File: src/rtl/sorted_interval_overlap_join_top_assert.svh
// Assertion macros for the sorted interval overlap join RTL.
`ifndef SORTED_INTERVAL_OVERLAP_JOIN_TOP_ASSERT_SVH
`define SORTED_INTERVAL_OVERLAP_JOIN_TOP_ASSERT_SVH

// Checked at every clock edge outside reset.
`define SIOJ_ASSERT(name, prop, msg) \
  name: assert property (@(posedge clk_i) disable iff (!rst_ni) (prop)) else $error(msg);

// Checked at every clock edge, reset included.
`define SIOJ_ASSERT_ALWAYS(name, prop, msg) \
  name: assert property (@(posedge clk_i) (prop)) else $error(msg);

`endif

File: src/rtl/sioj_pkg.sv
// Types, widths and codes shared by the sorted interval overlap join.
package sioj_pkg;

  localparam int CoordBits = 30;
  localparam int ChromBits = 16;
  localparam int TagBits   = 32;

  localparam int DistBits = CoordBits + 1;
  localparam int CalcBits = CoordBits + 2;

  localparam int OpBits     = 2;
  localparam int StatusBits = 2;

  localparam int InStartLsb  = ChromBits;
  localparam int InEndLsb    = ChromBits + CoordBits;
  localparam int InTagLsb    = ChromBits + 2 * CoordBits;
  localparam int InUsedBits  = ChromBits + 2 * CoordBits + TagBits;
  localparam int InDataBits  = ((InUsedBits + 7) / 8) * 8;
  localparam int OutUsedBits = 1 + TagBits + DistBits;
  localparam int OutDataBits = ((OutUsedBits + 7) / 8) * 8;

  localparam int CfgIdxBits  = 1;
  localparam int CfgDataBits = CoordBits;

  localparam logic signed [CalcBits-1:0] CalcMinusOne = CalcBits'(-1);
  localparam logic signed [CalcBits-1:0] CalcOne      = CalcBits'(1);

  typedef enum logic [OpBits-1:0] {
    OpDbRegion = 2'd0,
    OpDbEnd    = 2'd1,
    OpQuery    = 2'd2
  } op_e;

  typedef enum logic [StatusBits-1:0] {
    StNeedNext = 2'd0,
    StAnswered = 2'd1,
    StNothing  = 2'd2
  } status_e;

  typedef enum logic [CfgIdxBits-1:0] {
    CfgNearEnable = 1'b0,
    CfgNearLimit  = 1'b1
  } cfg_reg_e;

  typedef struct packed {
    logic [OpBits-1:0]    op;
    logic [ChromBits-1:0] chrom;
    logic [CoordBits-1:0] region_start;
    logic [CoordBits-1:0] region_end;
    logic [TagBits-1:0]   tag;
  } item_t;

  typedef struct packed {
    status_e                     status;
    logic                        hit;
    logic [TagBits-1:0]          match_tag;
    logic signed [DistBits-1:0]  distance;
  } res_t;

endpackage

File: src/rtl/sioj_in_reg.sv
// Input register: holds one accepted word until the join core takes it.
module sioj_in_reg (
  input  logic                clk_i,
  input  logic                rst_ni,
  input  logic                push_i,
  input  sioj_pkg::item_t     item_i,
  input  logic                pop_i,
  output logic                ready_o,
  output logic                valid_o,
  output sioj_pkg::item_t     item_o
);

  logic            valid_q, valid_d;
  sioj_pkg::item_t item_q;

  assign ready_o = !valid_q || pop_i;
  assign valid_d = push_i || (valid_q && !pop_i);

  always_ff @(posedge clk_i or negedge rst_ni) begin
    if (!rst_ni) begin
      valid_q <= 1'b0;
    end else begin
      valid_q <= valid_d;
    end
  end

  always_ff @(posedge clk_i) begin
    if (push_i) begin
      item_q <= item_i;
    end
  end

  assign valid_o = valid_q;
  assign item_o  = item_q;

endmodule

File: src/rtl/sioj_core.sv
// Join core: database and query state, evaluation of one word per cycle while step_i is high.
`include "sorted_interval_overlap_join_top_assert.svh"

module sioj_core (
  input  logic                              clk_i,
  input  logic                              rst_ni,
  input  logic                              cfg_we_i,
  input  logic [sioj_pkg::CfgIdxBits-1:0]   cfg_idx_i,
  input  logic [sioj_pkg::CfgDataBits-1:0]  cfg_wdata_i,
  input  logic                              step_i,
  input  sioj_pkg::item_t                   item_i,
  output sioj_pkg::res_t                    res_o
);

  logic                                near_enable_q;
  logic [sioj_pkg::CoordBits-1:0]      near_limit_q;

  logic                                cur_valid_q, cur_valid_d;
  logic [sioj_pkg::ChromBits-1:0]      cur_chrom_q, cur_chrom_d;
  logic [sioj_pkg::CoordBits-1:0]      cur_start_q, cur_start_d;
  logic [sioj_pkg::CoordBits-1:0]      cur_end_q, cur_end_d;
  logic [sioj_pkg::TagBits-1:0]        cur_tag_q, cur_tag_d;
  logic                                db_done_q, db_done_d;
  logic                                keep_valid_q, keep_valid_d;
  logic [sioj_pkg::ChromBits-1:0]      keep_chrom_q, keep_chrom_d;
  logic [sioj_pkg::CoordBits-1:0]      keep_end_q, keep_end_d;
  logic [sioj_pkg::TagBits-1:0]        keep_tag_q, keep_tag_d;
  logic                                query_pending_q, query_pending_d;
  logic [sioj_pkg::ChromBits-1:0]      q_chrom_q, q_chrom_d;
  logic [sioj_pkg::CoordBits-1:0]      q_start_q, q_start_d;
  logic [sioj_pkg::CoordBits-1:0]      q_end_q, q_end_d;

  always_comb begin
    logic                                  do_eval;
    logic                                  cur_before;
    logic                                  wait_db;
    logic                                  same_cur;
    logic                                  same_keep;
    logic                                  overlap;
    logic signed [sioj_pkg::CalcBits-1:0]  gap_a;
    logic signed [sioj_pkg::CalcBits-1:0]  gap_b;
    logic signed [sioj_pkg::CalcBits-1:0]  gap_keep;
    logic signed [sioj_pkg::CalcBits-1:0]  limit_s;
    logic signed [sioj_pkg::CalcBits-1:0]  near;
    logic [sioj_pkg::TagBits-1:0]          near_tag;

    cur_valid_d     = cur_valid_q;
    cur_chrom_d     = cur_chrom_q;
    cur_start_d     = cur_start_q;
    cur_end_d       = cur_end_q;
    cur_tag_d       = cur_tag_q;
    db_done_d       = db_done_q;
    keep_valid_d    = keep_valid_q;
    keep_chrom_d    = keep_chrom_q;
    keep_end_d      = keep_end_q;
    keep_tag_d      = keep_tag_q;
    query_pending_d = query_pending_q;
    q_chrom_d       = q_chrom_q;
    q_start_d       = q_start_q;
    q_end_d         = q_end_q;
    do_eval         = 1'b0;

    res_o.status    = sioj_pkg::StNothing;
    res_o.hit       = 1'b0;
    res_o.match_tag = '0;
    res_o.distance  = '0;

    case (item_i.op)
      sioj_pkg::OpDbRegion: begin
        // Regions that arrive after the end marker are dropped.
        if (!db_done_q) begin
          if (cur_valid_q) begin
            keep_valid_d = 1'b1;
            keep_chrom_d = cur_chrom_q;
            keep_end_d   = cur_end_q;
            keep_tag_d   = cur_tag_q;
          end
          cur_valid_d = 1'b1;
          cur_chrom_d = item_i.chrom;
          cur_start_d = item_i.region_start;
          cur_end_d   = item_i.region_end;
          cur_tag_d   = item_i.tag;
          do_eval     = query_pending_q;
        end
      end
      sioj_pkg::OpDbEnd: begin
        db_done_d = 1'b1;
        do_eval   = query_pending_q;
      end
      sioj_pkg::OpQuery: begin
        query_pending_d = 1'b1;
        q_chrom_d       = item_i.chrom;
        q_start_d       = item_i.region_start;
        q_end_d         = item_i.region_end;
        do_eval         = 1'b1;
      end
      default: begin
      end
    endcase

    cur_before = cur_valid_d && ((cur_chrom_d < q_chrom_d) ||
                 ((cur_chrom_d == q_chrom_d) && (cur_end_d <= q_start_d)));
    wait_db = !db_done_d && (cur_before || !cur_valid_d);

    // Once the database has ended, a region wholly before the query retires
    // into the kept slot so that the query can still be answered.
    if (do_eval && cur_before && db_done_d) begin
      keep_valid_d = 1'b1;
      keep_chrom_d = cur_chrom_d;
      keep_end_d   = cur_end_d;
      keep_tag_d   = cur_tag_d;
      cur_valid_d  = 1'b0;
    end

    same_cur  = cur_valid_d && (cur_chrom_d == q_chrom_d);
    same_keep = keep_valid_d && (keep_chrom_d == q_chrom_d);
    overlap   = same_cur && (q_end_d > cur_start_d);

    gap_a = $signed({2'b00, q_end_d}) - $signed({2'b00, cur_end_d});
    gap_b = $signed({2'b00, cur_start_d}) - $signed({2'b00, q_start_d}) - sioj_pkg::CalcOne;
    if (!gap_a[sioj_pkg::CalcBits-1]) begin
      gap_a = sioj_pkg::CalcMinusOne;
    end
    if (!gap_b[sioj_pkg::CalcBits-1]) begin
      gap_b = sioj_pkg::CalcMinusOne;
    end

    limit_s  = $signed({2'b00, near_limit_q});
    gap_keep = $signed({2'b00, q_start_d}) - $signed({2'b00, keep_end_d});
    near     = limit_s;
    near_tag = '0;
    if (same_cur) begin
      near     = $signed({2'b00, cur_start_d}) - $signed({2'b00, q_end_d});
      near_tag = cur_tag_d;
    end
    // A tie keeps the current region.
    if (same_keep && (gap_keep < near)) begin
      near     = gap_keep;
      near_tag = keep_tag_d;
    end

    if (do_eval) begin
      if (wait_db) begin
        res_o.status = sioj_pkg::StNeedNext;
      end else begin
        res_o.status    = sioj_pkg::StAnswered;
        query_pending_d = 1'b0;
        if (overlap) begin
          res_o.hit       = 1'b1;
          res_o.match_tag = cur_tag_d;
          if (near_enable_q) begin
            res_o.distance = (gap_b > gap_a) ? gap_b[sioj_pkg::DistBits-1:0]
                                             : gap_a[sioj_pkg::DistBits-1:0];
          end
        end else if (near_enable_q && (near < limit_s)) begin
          res_o.hit       = 1'b1;
          res_o.match_tag = near_tag;
          res_o.distance  = near[sioj_pkg::DistBits-1:0];
        end
      end
    end
  end

  always_ff @(posedge clk_i or negedge rst_ni) begin
    if (!rst_ni) begin
      near_enable_q <= 1'b0;
      near_limit_q  <= '0;
    end else if (cfg_we_i) begin
      case (cfg_idx_i)
        sioj_pkg::CfgNearEnable: near_enable_q <= cfg_wdata_i[0];
        sioj_pkg::CfgNearLimit:  near_limit_q  <= cfg_wdata_i[sioj_pkg::CoordBits-1:0];
        default: begin
        end
      endcase
    end
  end

  always_ff @(posedge clk_i or negedge rst_ni) begin
    if (!rst_ni) begin
      cur_valid_q     <= 1'b0;
      cur_chrom_q     <= '0;
      cur_start_q     <= '0;
      cur_end_q       <= '0;
      cur_tag_q       <= '0;
      db_done_q       <= 1'b0;
      keep_valid_q    <= 1'b0;
      keep_chrom_q    <= '0;
      keep_end_q      <= '0;
      keep_tag_q      <= '0;
      query_pending_q <= 1'b0;
      q_chrom_q       <= '0;
      q_start_q       <= '0;
      q_end_q         <= '0;
    end else if (step_i) begin
      cur_valid_q     <= cur_valid_d;
      cur_chrom_q     <= cur_chrom_d;
      cur_start_q     <= cur_start_d;
      cur_end_q       <= cur_end_d;
      cur_tag_q       <= cur_tag_d;
      db_done_q       <= db_done_d;
      keep_valid_q    <= keep_valid_d;
      keep_chrom_q    <= keep_chrom_d;
      keep_end_q      <= keep_end_d;
      keep_tag_q      <= keep_tag_d;
      query_pending_q <= query_pending_d;
      q_chrom_q       <= q_chrom_d;
      q_start_q       <= q_start_d;
      q_end_q         <= q_end_d;
    end
  end

  `SIOJ_ASSERT(a_need_next_keeps_query, step_i && (res_o.status == sioj_pkg::StNeedNext) |=> query_pending_q, "query lost while waiting for the database")
  `SIOJ_ASSERT(a_answer_clears_query, step_i && (res_o.status == sioj_pkg::StAnswered) |=> !query_pending_q, "answered query still pending")
  `SIOJ_ASSERT(a_db_done_sticky, db_done_q |=> db_done_q, "end of database flag dropped")
  `SIOJ_ASSERT(a_hit_only_on_answer, step_i && res_o.hit |-> (res_o.status == sioj_pkg::StAnswered), "hit on a word that answers no query")
  `SIOJ_ASSERT_ALWAYS(a_reset_clears_state, !rst_ni |-> !query_pending_q && !db_done_q && !cur_valid_q, "state not cleared in reset")

endmodule

File: src/rtl/sioj_out_reg.sv
// Result register: holds one result word until the downstream side takes it.
module sioj_out_reg (
  input  logic            clk_i,
  input  logic            rst_ni,
  input  logic            push_i,
  input  sioj_pkg::res_t  res_i,
  input  logic            pop_i,
  output logic            ready_o,
  output logic            valid_o,
  output sioj_pkg::res_t  res_o
);

  logic           valid_q, valid_d;
  sioj_pkg::res_t res_q;

  assign ready_o = !valid_q || pop_i;
  assign valid_d = push_i || (valid_q && !pop_i);

  always_ff @(posedge clk_i or negedge rst_ni) begin
    if (!rst_ni) begin
      valid_q <= 1'b0;
    end else begin
      valid_q <= valid_d;
    end
  end

  always_ff @(posedge clk_i) begin
    if (push_i) begin
      res_q <= res_i;
    end
  end

  assign valid_o = valid_q;
  assign res_o   = res_q;

endmodule

File: src/rtl/sorted_interval_overlap_join_top.sv
// Top level of the sorted interval overlap join.
//
//   Channel  Dir  Carries
//   s_axis   in   tuser: operation; tdata: chrom, region_start, region_end, tag
//   m_axis   out  tuser: status; tdata: hit, match_tag, distance
//   cfg      in   cfg_idx_i 0 near_enable, 1 near_limit; write-only
//
// One word is accepted per cycle while m_axis does not stall, and every word
// gives exactly one result word. A word passes the input register, then the
// join core, which updates its state and loads the result register in the
// same cycle. The rate is set by the single evaluation stage of the core.
// rst_ni clears all state and both registers; there is no clearing pass.
// A stalled m_axis holds the result word and backpressures s_axis through the input register.
module sorted_interval_overlap_join_top (
  input  logic                               clk_i,
  input  logic                               rst_ni,
  input  logic                               cfg_we_i,
  input  logic [sioj_pkg::CfgIdxBits-1:0]    cfg_idx_i,
  input  logic [sioj_pkg::CfgDataBits-1:0]   cfg_wdata_i,
  input  logic                               s_axis_tvalid,
  output logic                               s_axis_tready,
  // chrom, region_start, region_end, tag, zero fill
  input  logic [sioj_pkg::InDataBits-1:0]    s_axis_tdata,
  // operation
  input  logic [sioj_pkg::OpBits-1:0]        s_axis_tuser,
  output logic                               m_axis_tvalid,
  input  logic                               m_axis_tready,
  // hit, match_tag, distance
  output logic [sioj_pkg::OutDataBits-1:0]   m_axis_tdata,
  // status
  output logic [sioj_pkg::StatusBits-1:0]    m_axis_tuser
);

  sioj_pkg::item_t in_item;
  sioj_pkg::item_t core_item;
  sioj_pkg::res_t  core_res;
  sioj_pkg::res_t  out_res;
  logic            in_push;
  logic            in_valid;
  logic            out_ready;
  logic            step;

  assign in_item.op           = s_axis_tuser;
  assign in_item.chrom        = s_axis_tdata[sioj_pkg::ChromBits-1:0];
  assign in_item.region_start =
      s_axis_tdata[sioj_pkg::InStartLsb +: sioj_pkg::CoordBits];
  assign in_item.region_end   =
      s_axis_tdata[sioj_pkg::InEndLsb +: sioj_pkg::CoordBits];
  assign in_item.tag          =
      s_axis_tdata[sioj_pkg::InTagLsb +: sioj_pkg::TagBits];

  assign in_push = s_axis_tvalid && s_axis_tready;
  assign step    = in_valid && out_ready;

  sioj_in_reg u_in_reg (
    .clk_i   (clk_i),
    .rst_ni  (rst_ni),
    .push_i  (in_push),
    .item_i  (in_item),
    .pop_i   (step),
    .ready_o (s_axis_tready),
    .valid_o (in_valid),
    .item_o  (core_item)
  );

  sioj_core u_core (
    .clk_i       (clk_i),
    .rst_ni      (rst_ni),
    .cfg_we_i    (cfg_we_i),
    .cfg_idx_i   (cfg_idx_i),
    .cfg_wdata_i (cfg_wdata_i),
    .step_i      (step),
    .item_i      (core_item),
    .res_o       (core_res)
  );

  sioj_out_reg u_out_reg (
    .clk_i   (clk_i),
    .rst_ni  (rst_ni),
    .push_i  (step),
    .res_i   (core_res),
    .pop_i   (m_axis_tready),
    .ready_o (out_ready),
    .valid_o (m_axis_tvalid),
    .res_o   (out_res)
  );

  assign m_axis_tdata = sioj_pkg::OutDataBits'({out_res.distance, out_res.match_tag,
                                                out_res.hit});
  assign m_axis_tuser = out_res.status;

endmodule

File: config.mk
export PLATFORM = sky130hd
export DESIGN_NAME = sorted_interval_overlap_join_top
export DESIGN_NICKNAME = d
export VERILOG_FILES = /design/src/rtl/sioj_pkg.sv /design/src/rtl/sioj_in_reg.sv /design/src/rtl/sioj_core.sv /design/src/rtl/sioj_out_reg.sv /design/src/rtl/sorted_interval_overlap_join_top.sv
export VERILOG_INCLUDE_DIRS = /design/src /design/src/rtl
export SDC_FILE = /design/constraint.sdc
export NUM_CORES = 1
export LEC_CHECK = 0
export BUFFER_PORTS_ARGS = -buffer_cell sky130_fd_sc_hd__buf_4
export CORE_ASPECT_RATIO = 0.9
export CORE_MARGIN = 8
export CORE_UTILIZATION = 64
export CTS_BUF_LIST = sky130_fd_sc_hd__clkbuf_4 sky130_fd_sc_hd__clkbuf_8
export DETAILED_ROUTE_END_ITERATION = 16
export HOLD_SLACK_MARGIN = 0.1
export PLACE_DENSITY = 0.81
export SETUP_SLACK_MARGIN = 0.3
export SLEW_MARGIN = 20
export SYNTH_ARGS = -nofsm -noshare
export SYNTH_HDL_FRONTEND = slang
export SYNTH_HIERARCHICAL = 1
export SYNTH_SLANG_ARGS = --single-unit
File: constraint.sdc
create_clock -name clk_i -period 21.2 [get_ports clk_i]
set_input_delay 1.06 -clock clk_i [delete_from_list [all_inputs] [get_ports clk_i]]
set_output_delay 1.06 -clock clk_i [all_outputs]
set_load 0.02 [all_outputs]
==> results of run 1 <==
-- stage by stage --
stage               instances  setup WS, ps  instance area, sq um  hold slack, ps
CTS                      4233          4850                 36300             398
floorplan                3310          8610                 32500             434
global route             4233          3740                 36300             456
finish                   4233          4500                 36300             415
global placement         4083          5400                 34600             448
detailed placement       4084          4980                 34600             474
-- registers in the layout (all words and copies together), names as in the netlist --
signal and cells:
u_core/keep_valid_q 1, u_core/cur_chrom_q 16, u_core/near_limit_q 30, u_core/q_chrom_q 16
u_core/cur_tag_q 32, u_core/cur_end_q 30, u_core/near_enable_q 1, u_core/q_end_q 30
u_in_reg/valid_o 1, u_core/keep_chrom_q 16, u_out_reg/valid_o 1, u_core/keep_end_q 30
u_in_reg/item_o 110, u_core/q_start_q 30, u_out_reg/res_o 66, u_core/keep_tag_q 32
u_core/db_done_q 1, u_core/query_pending_q 1, u_core/cur_valid_q 1, u_core/cur_start_q 30
-- final timing paths --
check	startpoint	endpoint	slack, ps	depth (start not counted)
worst max-delay path	u_in_reg/item_o[108]	u_out_reg/res_o[27]	4500	56
worst min register to register	u_core/keep_valid_q	u_core/keep_valid_q	490	1
worst max register to register	u_in_reg/item_o[108]	u_out_reg/res_o[27]	4500	56
worst min-delay path	rst_ni	u_core/q_start_q[21]	420	1
max in group asynchronous	rst_ni	u_core/near_limit_q[6]	19370	2
min in group clk_i	u_core/keep_valid_q	u_core/keep_valid_q	490	1
-- routing by layer --
layer  global-route usage  share of wire  up-vias
li1                     -              -    12300
met1                0.458           0.44    13000
met2                0.453           0.42     1240
met3                0.102           0.11      165
met4               0.0922          0.026        4
met5                    0        0.00017        -
-- layout by cell type (no fill, tap or decap), types with 9 or more instances in the layout --
| master | Yosys | final |
|---|---|---|
| o31ai_1 | 10 | 10 |
| nor4_1 | 14 | 14 |
| clkbuf_8 | 0 | 96 |
| xor2_1 | 44 | 44 |
| and2_1 | 14 | 12 |
| o221ai_1 | 13 | 13 |
| edfxtp_1 | 176 | 176 |
| nand3_1 | 37 | 37 |
| a211oi_1 | 52 | 52 |
| and3_1 | 53 | 53 |
| a31oi_1 | 16 | 16 |
| nor3_1 | 30 | 30 |
| a21oi_1 | 338 | 338 |
| or3_1 | 12 | 12 |
| nand2b_1 | 26 | 25 |
| nor2_1 | 317 | 317 |
| mux2i_1 | 228 | 228 |
| or2_2 | 15 | 15 |
| o211ai_1 | 14 | 14 |
| a21o_1 | 74 | 74 |
| o21bai_1 | 16 | 16 |
| o21a_1 | 21 | 21 |
| nand4_1 | 33 | 33 |
| a21oi_2 | 14 | 14 |
| mux2_2 | 239 | 239 |
| clkinv_2 | 0 | 9 |
| xnor2_1 | 98 | 98 |
| dfrtp_1 | 299 | 299 |
| o21ai_0 | 96 | 95 |
| nor2b_1 | 37 | 37 |
| nand3b_1 | 13 | 13 |
| nand2_1 | 196 | 193 |
| clkbuf_4 | 0 | 28 |
| ha_1 | 248 | 248 |
| a22oi_1 | 15 | 15 |
| buf_4 | 2 | 241 |
| inv_1 | 222 | 222 |
-- critical path, delay by kind of cell (launching register included) --
kind / cells / cell delay [ps]
adders and majority gates: 6 / 2030
muxes: 5 / 1490
buffers and inverters: 7 / 2810
AOI/OAI and AO/OA: 20 / 4790
and+or+nand+nor: 18 / 4680
DFF: 1 / 560
-- cell type report --
class	count	area [sq um]	area share
Multi-Input combinational cell	2461	18300	0.503
Sequential cell	475	12800	0.351
Timing Repair Buffer	245	1880	0.0518
Clock buffer	124	1530	0.0421
Tap cell	680	851	0.0234
Inverter	223	837	0.0230
Clock inverter	25	205	0.00565
-- cell families after synthesis --
family,Yosys count,share of synthesized area
AOI/OAI and AO/OA,755,0.145
xor gates and xnor gates,142,0.0383
adders and majority gates,256,0.0993
buffers and inverters,374,0.0459
DFF,475,0.393
muxes,472,0.156
and+or+nand+nor,836,0.123
==> qor.yml, run 1 <==
clock_tree:
  cts.path.max_buffers: 3
  htreeDepth: 3
  cts_root_buf: "clkbuf_8"
  cts_tree: "built"
  hold_buffers: 0
  clkTransAtPathRegs_ps: 60
  cts_setup_buffers: 0
  cts_sinks: 475
  clk_latency_ps: 680
  cts_inserted_buffers: 80
  postCtsResizedCells: 0
floorplan:
  die_area_sq_mm: 0.0582
  core_sq_mm: 0.0503
  die_w_um: 253
  die_h_um: 230
  initial_utilization: 0.646
  fp-row-count: 78
  io_pins: 218
timing:
  setup_violations: 0
  min_period_over_period: 0.788
  fin_setup_tns_ps: 0
  finalMaxSlewViolations: 0
  tightestPinTransition_ps: 1170
  rsz0062_at_grt: "no"
  relSlewSlack: 0.220
  min_period_ps: 16700
  hold_violations: 0
  skew_ps: 36.7
  max_freq_ghz: 0.0599
global_routing:
  overflow: 0
  first_global_vias: 25900
  antenna_found_initial: 2
  grt_pass1_wl_um: 146000
  track_usage: 0.318
  grt_max_degree: 194
place:
  place_congestion: 0.990
  place.port_buffers: 213
  hpwl_um: 70400
setup_path:
  critPathMaxFanout: 63
  arrival_ps: 17170
  slowest_stage: "nor4_1"
  crit_required_ps: 21670
  worst-setup-path-type: "reg -> reg"
  path_common_cell: "buf_4"
  startpoint_type: "flop"
  cpPeakStageDelay_ps: 740
  cp-end-kind: "flop"
synthesis:
  yosysWarningCount: 6
  postSynthCellCount: 3310
  syn_area_per_cell_sq_um: 9.81
  synth_top_area_cell: "dfrtp_1"
  ys_seq_area_frac: 0.393
  ys_ff_latch: 475
  yosysMostFrequentCell: "a21oi_1"
  async_flop_share: 0.629
  yosys-top-cells-count: "338 x a21oi_1, 317 x nor2_1, 299 x dfrtp_1, 248 x ha_1, 239 x mux2_2"
  synth.area.top_cells: "dfrtp_1 23%, edfxtp_1 16%, ha_1 9.6%, mux2_2 8.3%, mux2i_1 7.0%"
  synth_edf_count: 176
  synth_top_area_share: 0.230
  synth-main-ff-cell: "dfrtp_1"
  synth_cell_types: 91
  syn_area_sq_mm: 0.0325
  synth_nets: 3712
drt:
  via_per_inst: 6.31
  drtPass1Iterations: 5
  drt-wirelength-per-cell_um: 22.6
  routed_wl_um: 95700
  via_count: 26700
  drc: 0
  postRouteAntennaNets: 0
  drtIter0Drc: 2477
min_path:
  hp-class: "in -> async"
cells_and_area:
  fill_cells: 3647
  diodes: 0
  area_growth_pct: 11.9
  post-route-util: 0.723
  final_nets: 3888
  drive_gt1_frac: 0.196
outcome:
  status: "completed"
run:
  maxCapViolations: 0
Power of run 1 is not shown: default switching activity piles up to over one toggle a cycle in this logic, so the estimate is an artifact.
==> run 2, diff against run 1 <==
==> constraint.sdc (replaced) <==
create_clock -name clk_i -period 16 [get_ports clk_i]
set_input_delay 0.8 -clock clk_i [delete_from_list [all_inputs] [get_ports clk_i]]
set_output_delay 0.8 -clock clk_i [all_outputs]
set_load 0.02 [all_outputs]
==> run 2 against run 1 <==
Net effect: sequential share of layout area shrank 0.21 points; utilization grew 0.44 points; via count grew 0.31%; first-iteration DRC count grew 10%; worst setup slack lost 3300 ps; global-route usage grew 0.51 points; maximum frequency grew 13%; die area is the same; register-to-register slack lost 3300 ps; critical path type unchanged; largest cell class unchanged.
==> qor.yml, run 2 (synthesized netlist as in run 1, its figures left out) <==
drt:
  wl_met1_um: 43000  # was 42,000 um
  drtIter0Drc: 2724  # was 2,477
  via_count: 26800  # was 26,700
  wl_met3_um: 9760  # was 10,800 um
  drc: 0  # unchanged
  dr_wl_met2_um: 41900  # was 40,300 um
  routed_wl_um: 96500  # was 95,700 um
  drt-wirelength-per-cell_um: 22.7  # was 22.6 um
  drtPass1Iterations: 6  # was 5
  via_per_inst: 6.29  # was 6.31
  postRouteAntennaNets: 0  # unchanged
  topRoutingLayerUsed: "met4"  # was met5
floorplan:
  die_h_um: 230  # unchanged
  io_pins: 218  # unchanged
  die_area_sq_mm: 0.0582  # unchanged
  die_w_um: 253  # unchanged
  fp-row-count: 78  # unchanged
  initial_utilization: 0.646  # unchanged
  core_sq_mm: 0.0503  # unchanged
timing:
  min_period_ps: 14800  # was 16,700 ps
  max_freq_ghz: 0.0676  # was 0.0599 GHz
  rsz0062_at_grt: "no"  # unchanged
  tightestPinTransition_ps: 1220  # was 1170 ps
  relSlewSlack: 0.186  # was 0.220
  setup_violations: 0  # unchanged
  hold_violations: 0  # unchanged
  finalMaxSlewViolations: 0  # unchanged
  min_period_over_period: 0.925  # was 0.788
  holdWs_ps: 169  # was 415 ps
  skew_ps: 30.5  # was 36.7 ps
  fin_setup_tns_ps: 0  # unchanged
clock_tree:
  cts_sinks: 475  # unchanged
  cts.path.max_buffers: 3  # unchanged
  hold_buffers: 0  # unchanged
  htreeDepth: 3  # unchanged
  cts_inserted_buffers: 79  # was 80
  clkTransAtPathRegs_ps: 60  # about the same
  cts_root_buf: "clkbuf_8"  # unchanged
  cts_tree: "built"  # unchanged
  clk_latency_ps: 680  # about the same
setup_path:
  arrival_ps: 15310  # was 17,170 ps
  rr_startpoint: "u_in_reg/item_o[109]"  # was u_in_reg/item_o[108]
  slowest_stage: "nor4_1"  # unchanged
  worst-setup-path-type: "reg -> reg"  # unchanged
  startpoint: "u_in_reg/item_o[109]"  # was u_in_reg/item_o[108]
  critPathMaxFanout: 44  # was 63
  r2r_setup_slack_ps: 1200  # was 4500 ps
  crit_required_ps: 16520  # was 21,670 ps
  startpoint_type: "flop"  # unchanged
  cpPeakStageDelay_ps: 770  # was 740 ps
  cp-end-kind: "flop"  # unchanged
global_routing:
  grt_max_degree: 115  # was 194
  overflow: 0  # unchanged
  antenna_found_initial: 4  # was 2
  first_global_vias: 26100  # was 25,900
  track_usage: 0.323  # was 0.318
  grt_pass1_wl_um: 148000  # was 146,000 um
cells_and_area:
  layout_common_cells: "338 x a21oi_1, 317 x nor2_1, 299 x dfrtp_1"  # unchanged
  largest_reg_flops: 110  # unchanged
  final_nets: 3913  # was 3,888
  drive_gt1_frac: 0.200  # was 0.196
  area_growth_pct: 12.6  # was 11.9%
  post-route-util: 0.727  # was 0.723
  mostFrequentLayoutCell: "a21oi_1"  # unchanged
  fin_area_sq_mm: 0.0366  # was 0.0363 sq mm
place:
  hpwl_um: 72200  # was 70,400 um
  post_dp_cell_area_sq_mm: 0.0348  # was 0.0346 sq mm
  place_congestion: 0.972  # was 0.990
  place.port_buffers: 213  # unchanged
outcome:
  status: "completed"  # unchanged
run:
  maxCapViolations: 0  # unchanged
min_path:
  hp-class: "in -> async"  # unchanged
-- run 2: final timing paths --
path / depth (start not counted) / end
min reg2reg: 1 / u_core/keep_valid_q
min in group clk_i: 1 / u_in_reg/item_o[107]
max reg2reg: 59 / u_out_reg/res_o[53]
max in group asynchronous: 2 / u_core/keep_tag_q[10]
max: 59 / u_out_reg/res_o[53]
min: 1 / u_core/cur_start_q[20]
-- run 2: per-layer routing --
layer	up-vias	GRT usage
met1	13200	0.475
met3	132	0.0724
met2	1165	0.481
li1	12300	-
met5	-	0
met4	0	0.0757
-- run 2: per-stage QoR --
stage / setup WS (ps) / cells
after floorplan: 3410 / 3310
after global placement: 1570 / 4107
after global routing: 381 / 4257
after CTS: 1150 / 4253
after detailed placement: 1300 / 4107
final: 1200 / 4257
-- run 2: area by class of cell --
cell class	count	area, sq um
Antenna cell	1	2.50
Clock buffer	111	1370
Clock inverter	35	345
Fill cell	3642	13700
Inverter	223	837
Multi-Input combinational cell	2461	18300
Sequential cell	475	12800
Tap cell	680	851
Timing Repair Buffer	271	2120
-- run 2: critical path, delay by kind of cell, from the launching register on --
kind | cells | cell delay (ps)
fa+ha+maj | 5 | 1540
simple gates | 18 | 4060
compound gates | 27 | 6230
buf+inv | 7 | 1350
flops | 1 | 570
mux | 2 | 790
-- run 2: timing repair --
item	CTS	global route
endpoints found under the setup margin	0	60
setup buffers	0	3
gates resized for setup	0	1
Power of run 2 is left out for the same reason.
